**config.mk**
```make
export PLATFORM = sky130hd
export DESIGN_NAME = quadrature_position_speed_tracker
export DESIGN_NICKNAME = d
export VERILOG_FILES = /design/src/sv/qpst_pkg.sv /design/src/sv/quadrature_position_speed_tracker.sv
export SDC_FILE = /design/constraint.sdc
export NUM_CORES = 2
export LEC_CHECK = 0
export BUFFER_PORTS_ARGS = -buffer_cell sky130_fd_sc_hd__buf_4
export CAP_MARGIN = 5
export CELL_PAD_IN_SITES_DETAIL_PLACEMENT = 2
export CELL_PAD_IN_SITES_GLOBAL_PLACEMENT = 2
export CORE_ASPECT_RATIO = 1.25
export CORE_MARGIN = 4
export CORE_UTILIZATION = 40
export DETAILED_ROUTE_END_ITERATION = 16
export PLACE_DENSITY_LB_ADDON = 0.1
export SETUP_SLACK_MARGIN = 0.02
export SLEW_MARGIN = 20
export SYNTH_ARGS = -nofsm -noshare
export SYNTH_HDL_FRONTEND = slang
export SYNTH_SLANG_ARGS = --single-unit
```
**constraint.sdc**
```tcl
create_clock -name clk -period 24.4 [get_ports clk]
set_input_delay 3.66 -clock clk [delete_from_list [all_inputs] [get_ports clk]]
set_output_delay 3.66 -clock clk [all_outputs]
set_load 0.01 [all_outputs]
```
**src/sv/qpst_pkg.sv**
```systemverilog
// qpst_pkg: shared types and constants for the quadrature position and speed tracker
// no dependencies
`default_nettype none
package qpst_pkg;
  localparam int CHANNELS = 4;

  localparam logic [2:0] KIND_TICK   = 3'd0;
  localparam logic [2:0] KIND_SAMPLE = 3'd1;
  localparam logic [2:0] KIND_SETPOS = 3'd2;
  localparam logic [2:0] KIND_CALIB  = 3'd3;
  localparam logic [2:0] KIND_HEALTH = 3'd4;

  localparam logic [1:0] REG_ACTIVE   = 2'd0;
  localparam logic [1:0] REG_CPR      = 2'd1;
  localparam logic [1:0] REG_INTERVAL = 2'd2;

  localparam logic [1:0] DIR_STOP = 2'd0;
  localparam logic [1:0] DIR_FWD  = 2'd1;
  localparam logic [1:0] DIR_REV  = 2'd2;

  localparam logic [31:0] STALE_MS    = 32'd1000;
  localparam logic [7:0]  FAULT_LIMIT = 8'd50;
  localparam logic [31:0] SAT_MAX     = 32'h7FFF_FFFF;
  localparam logic [31:0] SAT_MIN     = 32'h8000_0000;

  // state codes of the sequencer
  typedef enum logic [6:0] {
    ST_IDLE = 7'b0000001,
    ST_EXEC = 7'b0000010,
    ST_DIV1 = 7'b0000100,
    ST_FIN1 = 7'b0001000,
    ST_DIV2 = 7'b0010000,
    ST_FIN2 = 7'b0100000,
    ST_OUT  = 7'b1000000
  } state_t;
endpackage
`default_nettype wire

```
**src/sv/quadrature_position_speed_tracker.sv**
```systemverilog
// quadrature_position_speed_tracker: top level, per-channel state and sequencer
// uses qpst_pkg; one shared restoring divider (one quotient bit per cycle)
//
// usage: requests enter on in_valid/in_ready with kind, channel, counter_value
// and new_position; every request gives exactly one result on out_valid/out_ready.
// tick, set-position, calibrate, health and unknown requests, and samples that
// do not reach the measurement interval, go from ST_EXEC to ST_OUT, which
// registers their result. a sample that updates the speed runs
// cdiff*1000/elapsed through the shared 42-bit serial divider (a load step,
// the quotient-bit steps and a write-back step), then pps*60/rev_counts the
// same way; the second division is skipped when rev_counts is zero.
// the divider sets the rate.
// in_ready is high only while the block is idle with no result pending, so one
// request is in flight; the next enters in the cycle after the result is accepted.
// when the receiver stalls the result is held in the output register and no new
// request is taken until it is accepted. reset clears the millisecond clock and
// all channel state, and loads active_channels 4, rev_counts 2048 and
// measure_interval_ms 10. configuration is written through cfg_we/cfg_index/
// cfg_data, by the user only while the block is idle; the block does not check.
`default_nettype none
module quadrature_position_speed_tracker (
  input  wire logic               clk,
  input  wire logic               rst,
  input  wire logic               in_valid,
  output logic                    in_ready,
  input  wire logic [2:0]         kind,
  input  wire logic [1:0]         channel,
  input  wire logic [15:0]        counter_value,
  input  wire logic signed [31:0] new_position,
  output logic                    out_valid,
  input  wire logic               out_ready,
  output logic                    valid_res,
  output logic signed [31:0]      position,
  output logic signed [31:0]      pulse_rate,
  output logic signed [31:0]      rev_rate,
  output logic [1:0]              direction,
  output logic                    healthy,
  output logic [7:0]              fault_tally,
  output logic                    calibrated,
  input  wire logic               cfg_we,
  input  wire logic [1:0]         cfg_index,
  input  wire logic [15:0]        cfg_data
);
  localparam int DW = 42;
  localparam int CW = $clog2(DW + 1);

  qpst_pkg::state_t state;
  logic [2:0]  active_channels;
  logic [15:0] rev_counts;
  logic [15:0] measure_interval_ms;
  logic [31:0] clock_ms;

  logic [15:0] last_raw      [qpst_pkg::CHANNELS];
  logic [31:0] pulse_total   [qpst_pkg::CHANNELS];
  logic [31:0] zero_ref      [qpst_pkg::CHANNELS];
  logic [31:0] snap_ms       [qpst_pkg::CHANNELS];
  logic [31:0] capture_count [qpst_pkg::CHANNELS];
  logic [31:0] pps_value     [qpst_pkg::CHANNELS];
  logic [31:0] rpm_value     [qpst_pkg::CHANNELS];
  logic [1:0]  dir_state     [qpst_pkg::CHANNELS];
  logic [31:0] update_time   [qpst_pkg::CHANNELS];
  logic [7:0]  fault_count   [qpst_pkg::CHANNELS];
  logic        calib_flag    [qpst_pkg::CHANNELS];

  logic [2:0]  req_kind;
  logic [1:0]  req_ch;
  logic [15:0] req_raw;
  logic [31:0] req_pos;

  // serial divider on magnitudes
  logic [DW-1:0] div_q;
  logic [DW-1:0] div_r;
  logic [DW-1:0] div_d;
  logic          div_neg;
  logic [CW-1:0] div_cnt;
  logic [DW:0]   div_trial;
  logic [DW-1:0] div_rsh;

  logic          used;
  logic [15:0]   diff16;
  logic [31:0]   delta;
  logic [31:0]   new_total;
  logic [31:0]   elapsed;
  logic [15:0]   interval;
  logic [31:0]   cdiff;
  logic [DW-1:0] cdiff_ext;
  logic [DW-1:0] prod1;
  logic [DW-1:0] pps_ext;
  logic [DW-1:0] prod2;
  logic [DW-1:0] quot_s;
  logic [31:0]   sat_q;

  assign used = ({1'b0, req_ch} < active_channels);
  assign in_ready = (state == qpst_pkg::ST_IDLE) && !out_valid;

  assign diff16 = req_raw - last_raw[req_ch];
  assign delta = {{16{diff16[15]}}, diff16};
  assign new_total = pulse_total[req_ch] + delta;
  assign elapsed = clock_ms - snap_ms[req_ch];
  assign interval = (measure_interval_ms == 16'd0) ? 16'd1 : measure_interval_ms;
  assign cdiff = pulse_total[req_ch] - capture_count[req_ch];
  assign cdiff_ext = {{(DW-32){cdiff[31]}}, cdiff};
  assign prod1 = cdiff_ext * DW'(1000);
  assign pps_ext = {{(DW-32){pps_value[req_ch][31]}}, pps_value[req_ch]};
  assign prod2 = pps_ext * DW'(60);

  assign div_rsh = {div_r[DW-2:0], div_q[DW-1]};
  assign div_trial = {1'b0, div_rsh} - {1'b0, div_d};
  assign quot_s = div_neg ? (~div_q + DW'(1)) : div_q;

  always_comb begin
    if (!quot_s[DW-1] && quot_s[DW-2:31] != '0) begin
      sat_q = qpst_pkg::SAT_MAX;
    end else if (quot_s[DW-1] && quot_s[DW-2:31] != {(DW-32){1'b1}}) begin
      sat_q = qpst_pkg::SAT_MIN;
    end else begin
      sat_q = quot_s[31:0];
    end
  end

  always_ff @(posedge clk) begin
    if (rst) begin
      state <= qpst_pkg::ST_IDLE;
      out_valid <= 1'b0;
      active_channels <= 3'd4;
      rev_counts <= 16'd2048;
      measure_interval_ms <= 16'd10;
      clock_ms <= '0;
      for (int i = 0; i < qpst_pkg::CHANNELS; i++) begin
        last_raw[i] <= '0;
        pulse_total[i] <= '0;
        zero_ref[i] <= '0;
        snap_ms[i] <= '0;
        capture_count[i] <= '0;
        pps_value[i] <= '0;
        rpm_value[i] <= '0;
        dir_state[i] <= qpst_pkg::DIR_STOP;
        update_time[i] <= '0;
        fault_count[i] <= '0;
        calib_flag[i] <= 1'b0;
      end
    end else begin
      if (cfg_we) begin
        case (cfg_index)
          qpst_pkg::REG_ACTIVE:   active_channels <= cfg_data[2:0];
          qpst_pkg::REG_CPR:      rev_counts <= cfg_data;
          qpst_pkg::REG_INTERVAL: measure_interval_ms <= cfg_data;
          default: ;
        endcase
      end
      if (out_valid && out_ready) begin
        out_valid <= 1'b0;
      end
      case (state)
        qpst_pkg::ST_IDLE: begin
          if (in_valid && in_ready) begin
            req_kind <= kind;
            req_ch <= channel;
            req_raw <= counter_value;
            req_pos <= new_position;
            if (kind == qpst_pkg::KIND_TICK) begin
              clock_ms <= clock_ms + 32'd1;
            end
            state <= qpst_pkg::ST_EXEC;
          end
        end
        qpst_pkg::ST_EXEC: begin
          state <= qpst_pkg::ST_OUT;
          if (used) begin
            case (req_kind)
              qpst_pkg::KIND_SAMPLE: begin
                pulse_total[req_ch] <= new_total;
                last_raw[req_ch] <= req_raw;
                update_time[req_ch] <= clock_ms;
                if (elapsed >= {16'd0, interval}) begin
                  state <= qpst_pkg::ST_DIV1;
                end
              end
              qpst_pkg::KIND_SETPOS: begin
                pulse_total[req_ch] <= req_pos + zero_ref[req_ch];
                capture_count[req_ch] <= req_pos + zero_ref[req_ch];
              end
              qpst_pkg::KIND_CALIB: begin
                zero_ref[req_ch] <= pulse_total[req_ch];
                calib_flag[req_ch] <= 1'b1;
              end
              qpst_pkg::KIND_HEALTH: begin
                if (clock_ms - update_time[req_ch] > qpst_pkg::STALE_MS &&
                    fault_count[req_ch] != 8'hFF) begin
                  fault_count[req_ch] <= fault_count[req_ch] + 8'd1;
                end
              end
              default: ;
            endcase
          end
        end
        qpst_pkg::ST_DIV1: begin
          // pulse_total already updated: load cdiff*1000 / elapsed
          if (cdiff[31]) begin
            dir_state[req_ch] <= (cdiff < 32'hFFFF_FFFB) ? qpst_pkg::DIR_REV
                                                         : qpst_pkg::DIR_STOP;
          end else begin
            dir_state[req_ch] <= (cdiff > 32'd5) ? qpst_pkg::DIR_FWD
                                                 : qpst_pkg::DIR_STOP;
          end
          snap_ms[req_ch] <= clock_ms;
          capture_count[req_ch] <= pulse_total[req_ch];
          div_neg <= prod1[DW-1];
          div_q <= prod1[DW-1] ? (~prod1 + DW'(1)) : prod1;
          div_r <= '0;
          div_d <= {{(DW-32){1'b0}}, elapsed};
          div_cnt <= CW'(DW);
          state <= qpst_pkg::ST_FIN1;
        end
        qpst_pkg::ST_FIN1, qpst_pkg::ST_FIN2: begin
          if (div_cnt != '0) begin
            div_cnt <= div_cnt - CW'(1);
            if (!div_trial[DW]) begin
              div_r <= div_trial[DW-1:0];
              div_q <= {div_q[DW-2:0], 1'b1};
            end else begin
              div_r <= div_rsh;
              div_q <= {div_q[DW-2:0], 1'b0};
            end
          end else if (state == qpst_pkg::ST_FIN1) begin
            pps_value[req_ch] <= sat_q;
            state <= (rev_counts != 16'd0) ? qpst_pkg::ST_DIV2 : qpst_pkg::ST_OUT;
          end else begin
            rpm_value[req_ch] <= sat_q;
            state <= qpst_pkg::ST_OUT;
          end
        end
        qpst_pkg::ST_DIV2: begin
          div_neg <= prod2[DW-1];
          div_q <= prod2[DW-1] ? (~prod2 + DW'(1)) : prod2;
          div_r <= '0;
          div_d <= {{(DW-16){1'b0}}, rev_counts};
          div_cnt <= CW'(DW);
          state <= qpst_pkg::ST_FIN2;
        end
        qpst_pkg::ST_OUT: begin
          out_valid <= 1'b1;
          valid_res <= used;
          position <= used ? pulse_total[req_ch] - zero_ref[req_ch] : '0;
          pulse_rate <= used ? pps_value[req_ch] : '0;
          rev_rate <= used ? rpm_value[req_ch] : '0;
          direction <= used ? dir_state[req_ch] : qpst_pkg::DIR_STOP;
          healthy <= used && (clock_ms - update_time[req_ch] <= qpst_pkg::STALE_MS) &&
                     (fault_count[req_ch] <= qpst_pkg::FAULT_LIMIT);
          fault_tally <= used ? fault_count[req_ch] : '0;
          calibrated <= used && calib_flag[req_ch];
          state <= qpst_pkg::ST_IDLE;
        end
        default: state <= qpst_pkg::ST_IDLE;
      endcase
    end
  end
endmodule
`default_nettype wire
```
Word level (Yosys, flattened, before mapping)
Memory sizes are Yosys's and may differ from the RTL's. A register that Yosys moved wholly into a read port is not among the register bits. Cells that the tools add are included.

Latch bits: 0. Memory bits (writable): 1004. Bits of input ports: 76. Output and inout bits: 111. Memories kept: 11. Register bits: 335. Memory bits (read-only): 0.

Memory list: capture_count (depth 4, bits a word 32, read ports 1, clocked after Yosys merged registers in 1, write ports 4, line quadrature_position_speed_tracker.sv:57) `logic [31:0] capture_count [qpst_pkg::CHANNELS];`; pps_value (depth 4, bits a word 32, read ports 1, clocked after Yosys merged registers in 1, write ports 4, line quadrature_position_speed_tracker.sv:58) `logic [31:0] pps_value [qpst_pkg::CHANNELS];`; pulse_total (depth 4, bits a word 32, read ports 1, clocked after Yosys merged registers in 1, write ports 4, line quadrature_position_speed_tracker.sv:54) `logic [31:0] pulse_total [qpst_pkg::CHANNELS];`; rpm_value (depth 4, bits a word 32, read ports 1, clocked after Yosys merged registers in 1, write ports 4, line quadrature_position_speed_tracker.sv:59) `logic [31:0] rpm_value [qpst_pkg::CHANNELS];`; snap_ms (depth 4, bits a word 32, read ports 1, clocked after Yosys merged registers in 1, write ports 4, line quadrature_position_speed_tracker.sv:56) `logic [31:0] snap_ms [qpst_pkg::CHANNELS];`; update_time (depth 4, bits a word 32, read ports 1, clocked after Yosys merged registers in 1, write ports 4, line quadrature_position_speed_tracker.sv:61) `logic [31:0] update_time [qpst_pkg::CHANNELS];`; 5 more memories.

Magnitude comparators: 7. Bitwise logic cells: 7. Divide/modulo/power cells: 0. Reductions and logical operators: 46. Multiply operators: 2. Equal/unequal tests: 18. Shift operators: 0. Add/subtract/negate cells: 14. Muxes and demuxes: 117.

Operators with widths (number): 32-bit two-way mux (11); 32-bit OR reduction (7); 42-bit two-way mux (4); 32-bit subtractor (4); 42-bit by 1-bit adder with 42-bit output, second input constant (3); 42-bit inverter (3); 42-bit case mux with 3 select lines (1); 42-bit case mux with 2 select lines (1); 41-bit two-way mux (2); 41-bit case mux with 2 select lines (1); 32-bit adder (2); 1-bit two-way mux (60); 7-bit two-way mux (7); 2-bit two-way mux (23); 42-bit by 42-bit subtractor with 43-bit output (1); 42-bit by 4-bit multiplier with 40-bit output, second input constant (1); 42-bit by 7-bit multiplier with 39-bit output, second input constant (1); 7-bit case mux with 5 select lines (1); 32-bit by 1-bit adder with 32-bit output, second input constant (1); 32-bit by 16-bit >= comparator with 1-bit output (1); 32-bit by 10-bit greater-than comparator with 1-bit output, second input constant (1); 32-bit by 3-bit greater-than comparator with 1-bit output, second input constant (1); 32-bit by 10-bit <= comparator with 1-bit output, second input constant (1); 32-bit less-than comparator, second input constant (1); other kinds (44) (72).

Longest topological paths before layout
Depth in word-level cells: 11. Gate-level depth with buffers: 46. Gate-level depth less buffers: 39.

Least setup slack after synthesis
OpenSTA, ideal clock, no wires.

Path type: register to register. From: register (tool-made name). To: register div_q[40] (data pin). Stages on the path, launching flop included: 43. Clock period less this slack: 11.099 ns. Setup slack: 13.301 ns. Data arrival time: 10.840 ns. Cell sequence: dfxtp_1 > buf_2 > clkbuf_1 > buf_1 > clkbuf_1 > buf_1 > mux4_2 > inv_1 > ha_1 > nor2b_1 > o21ai_0 > a21boi_0 > o211a_1 > o21ai_0 > o211ai_1 > o41a_1 > a221oi_1 > o21ai_0 > [... 7 more ...] > inv_1 > fa_1 > inv_1 > fa_1 > inv_1 > ha_1 > inv_1 > nor2_1 > nor2_1 > o21ai_0 > a21oi_1 > nor2_1 > a2111oi_1 > or4b_2 > or3_1 > o21ai_1 > or3_1 > nand3_1.

RTL lines: end signal: assignment (line quadrature_position_speed_tracker.sv:209) `div_q <= prod1[DW-1] ? (~prod1 + DW'(1)) : prod1;`; end signal: assignment (line quadrature_position_speed_tracker.sv:220) `div_q <= {div_q[DW-2:0], 1'b1};`; end signal: assignment (line quadrature_position_speed_tracker.sv:223) `div_q <= {div_q[DW-2:0], 1'b0};`; end: declaration (line quadrature_position_speed_tracker.sv:71) `logic [DW-1:0] div_q;`.

==> impl_metrics.toml <==
[die]
pin_count = 187
dieArea_mm2 = 0.209
design.core.area_mm2 = 0.200
die_w_um = 410
rows = 183
die_y_um = 510
start_util_pct = 40.4

[timing]
slew_viol_final = 0
setup-tns-final_ns = 0
fin_worst_skew_ns = 0.0692
max_clock_freq_mhz = 82.0
fin_crit_sh_pct = 50.0
setup_violations = 0
fin_crit_ns = 12.19
rsz0062_at_grt = "no"
relSlewSlack_pct = 20.1
hold_viol = 0
tightest_slew_ns = 1.20

[routing]
route.detailed.drc = 0
totalWireLength_mm = 270
vias = 57000
vias_per_cell = 5.71
wl_per_cell_um = 27.0
first_pass_iters = 5
drt_iter0_drc = 3177
drtAntennaViolNets = 0

[yosys]
ys.flop_type = "edfxtp_1"
postSynthAreaPerCell_um2 = 11.4
synth_area_leaders = "edfxtp_1, mux4_2, ha_1"
yosys_warnings = 0
yosysTopAreaCell = "edfxtp_1"
synth_seq_cells = 1365
synth.distinct_cells = 99
synth-edff-count = 1288
synth_seq_area_share_pct = 49.9
synth_top_area_share_pct = 48.0
syn_nets = 7702
synth_area_mm2 = 0.0806
ys_async_sr_fraction_pct = 0
synthCells = 7050

[critical_path]
worst-path-max-fanout = 62
required_ns = 24.92
end_kind = "register"
slowest_delay_ns = 0.68
critPathMostFrequentCell = "inv_1"
worst_path_max_delay_cell = "or4b_2"
crit_type = "reg -> reg"
cp-start-kind = "register"
cp.arrival_ns = 12.71

[grt]
grt_overflow = 0
grt_pass1_vias = 64500
grt_max_degree = 120
grt_first_pass_wirelength_mm = 410
grt_usage_pct = 25.7
antenna_found_initial = 7

[placed_design]
hpwlAfterDp_mm = 191
gp_congestion = 0.835
port_buffers = 186
dpl.cell_count = 9712

[cts]
clk_pin_slew_ns = 0.06
tritoncts = "built"
clock_sinks = 1365
clk_latency_ns = 0.83
cts_hold_buffers = 0
cts-resized-gates = 0
cts_setup_buffers = 0
clock_path_buffers = 3
cts_buffers = 151
htreeDepth = 4
clock-root-buffer = "clkbuf_16"

[outcome]
outcome = "complete, no violations"

[finish]
layout-drive-gt1-share_pct = 12.5
areaGrowthSynthToFinish_pct = 12.0
layout.cells.non_filler = 9994
area.sequential_mm2 = 0.0402
nets = 7837
multi_input_area_mm2 = 0.0369
fillCellCount = 20300

[flow_run]
drv_cap = 0

[hold_path]
hold_path.class = "reg -> reg"
[per-layer routing]
layer | GRT usage (%) | routed length [um] | part of all wire [%] | vias up
met2 | 48.2 | 143000 | 53 | 1061
li1 | - | - | - | 25800
met5 | 0 | 48 | 0.018 | -
met1 | 29.5 | 105000 | 39 | 29800
met4 | 10.4 | 12100 | 4.5 | 6
met3 | 3.32 | 9550 | 3.5 | 383
[synthesized netlist by cell type (63+ instances only)]
library cell  count
a21o_1          140
a21oi_1         350
and3_1          116
clkbuf_1        219
dfxtp_1          77
edfxtp_1       1288
fa_1            185
ha_1            391
inv_1           643
mux4_2          250
nand2_1         447
nand2b_1         63
nand3_1          98
nor2_1          784
nor2b_1         132
nor3_1          107
o21ai_0         243
o21ai_1         251
xnor2_1         210
xor2_1          177
[metrics by stage]
| step | hold WS, ns | util (%) | setup WS (ns) | instance area [um^2] |
|---|---|---|---|---|
| floorplan | 0.436 | - | 13.30 | 80600 |
| global placement | 0.458 | 42.7 | 12.45 | 85200 |
| detailed placement | 0.459 | 42.7 | 12.15 | 85200 |
| CTS | 0.467 | 45.2 | 12.03 | 90200 |
| global route | 0.503 | 45.2 | 11.15 | 90300 |
| finish | 0.473 | 45.2 | 12.21 | 90300 |
[critical path, delay by kind of cell (launching register included)]
family                     cells  cell delay, ns
buffers and inverters          8            1.78
and+or+nand+nor                9            1.81
adders and majority gates      6            2.73
DFF                            1            0.63
AOI/OAI and AO/OA             14            3.93
xor gates and xnor gates       1            0.27
muxes                          1            0.67
[registers in the layout, indices dropped and copies added, names as in the netlist, 8 cells and up, named ones only]
register	cells
capture_count	128
pps_value	128
pulse_total	128
rpm_value	128
snap_ms	128
update_time	128
zero_ref	128
last_raw	64
div_q	42
div_r	41
clock_ms	32
div_d	32
fault_count	32
position	32
pulse_rate	32
req_pos	32
rev_rate	32
measure_interval_ms	16
req_raw	16
rev_counts	16
dir_state	8
fault_tally	8
[worst paths after layout]
check	from	end	slack [ns]	cells after the start
max	register	div_q[40]	12.21	39
min	measure_interval_ms[0]	measure_interval_ms[0]	0.47	2
max reg2reg	register	div_q[40]	12.21	39
min reg2reg	measure_interval_ms[0]	measure_interval_ms[0]	0.47	2
[layout make-up]
| type | instances | share of cell area [%] |
|---|---|---|
| Clock buffer | 189 | 4.45 |
| Sequential cell | 1365 | 44.6 |
| Inverter | 645 | 2.68 |
| Clock inverter | 87 | 1.09 |
| Multi-Input combinational cell | 4717 | 40.9 |
| Timing Repair Buffer | 305 | 2.62 |
| Antenna cell | 4 | 0.0111 |
| Tap cell | 2682 | 3.72 |
[cells in the final DEF, fill, tap and decap left out, types with 154 or more instances in the layout]
| master | instances |
|---|---|
| clkbuf_16 | 154 |
| ha_1 | 391 |
| o21ai_1 | 245 |
| xnor2_1 | 207 |
| nor2_1 | 778 |
| buf_4 | 299 |
| xor2_1 | 170 |
| edfxtp_1 | 1288 |
| nand2_1 | 446 |
| mux4_2 | 250 |
| a21oi_1 | 350 |
| inv_1 | 643 |
| fa_1 | 185 |
| o21ai_0 | 242 |
[logic make-up after synthesis]
logic type      Yosys count  share of synthesized area, %
simple gates           2040                          12.1
compound gates         1417                          10.8
flops                  1365                          49.9
buf+inv                 968                          4.75
fa+ha+maj               576                          10.7
xor+xnor                387                          4.20
mux                     297                          7.58
Power is left out: the tool's default activity adds up to more than one toggle a clock period on the data nets, which glitch-free logic cannot reach.
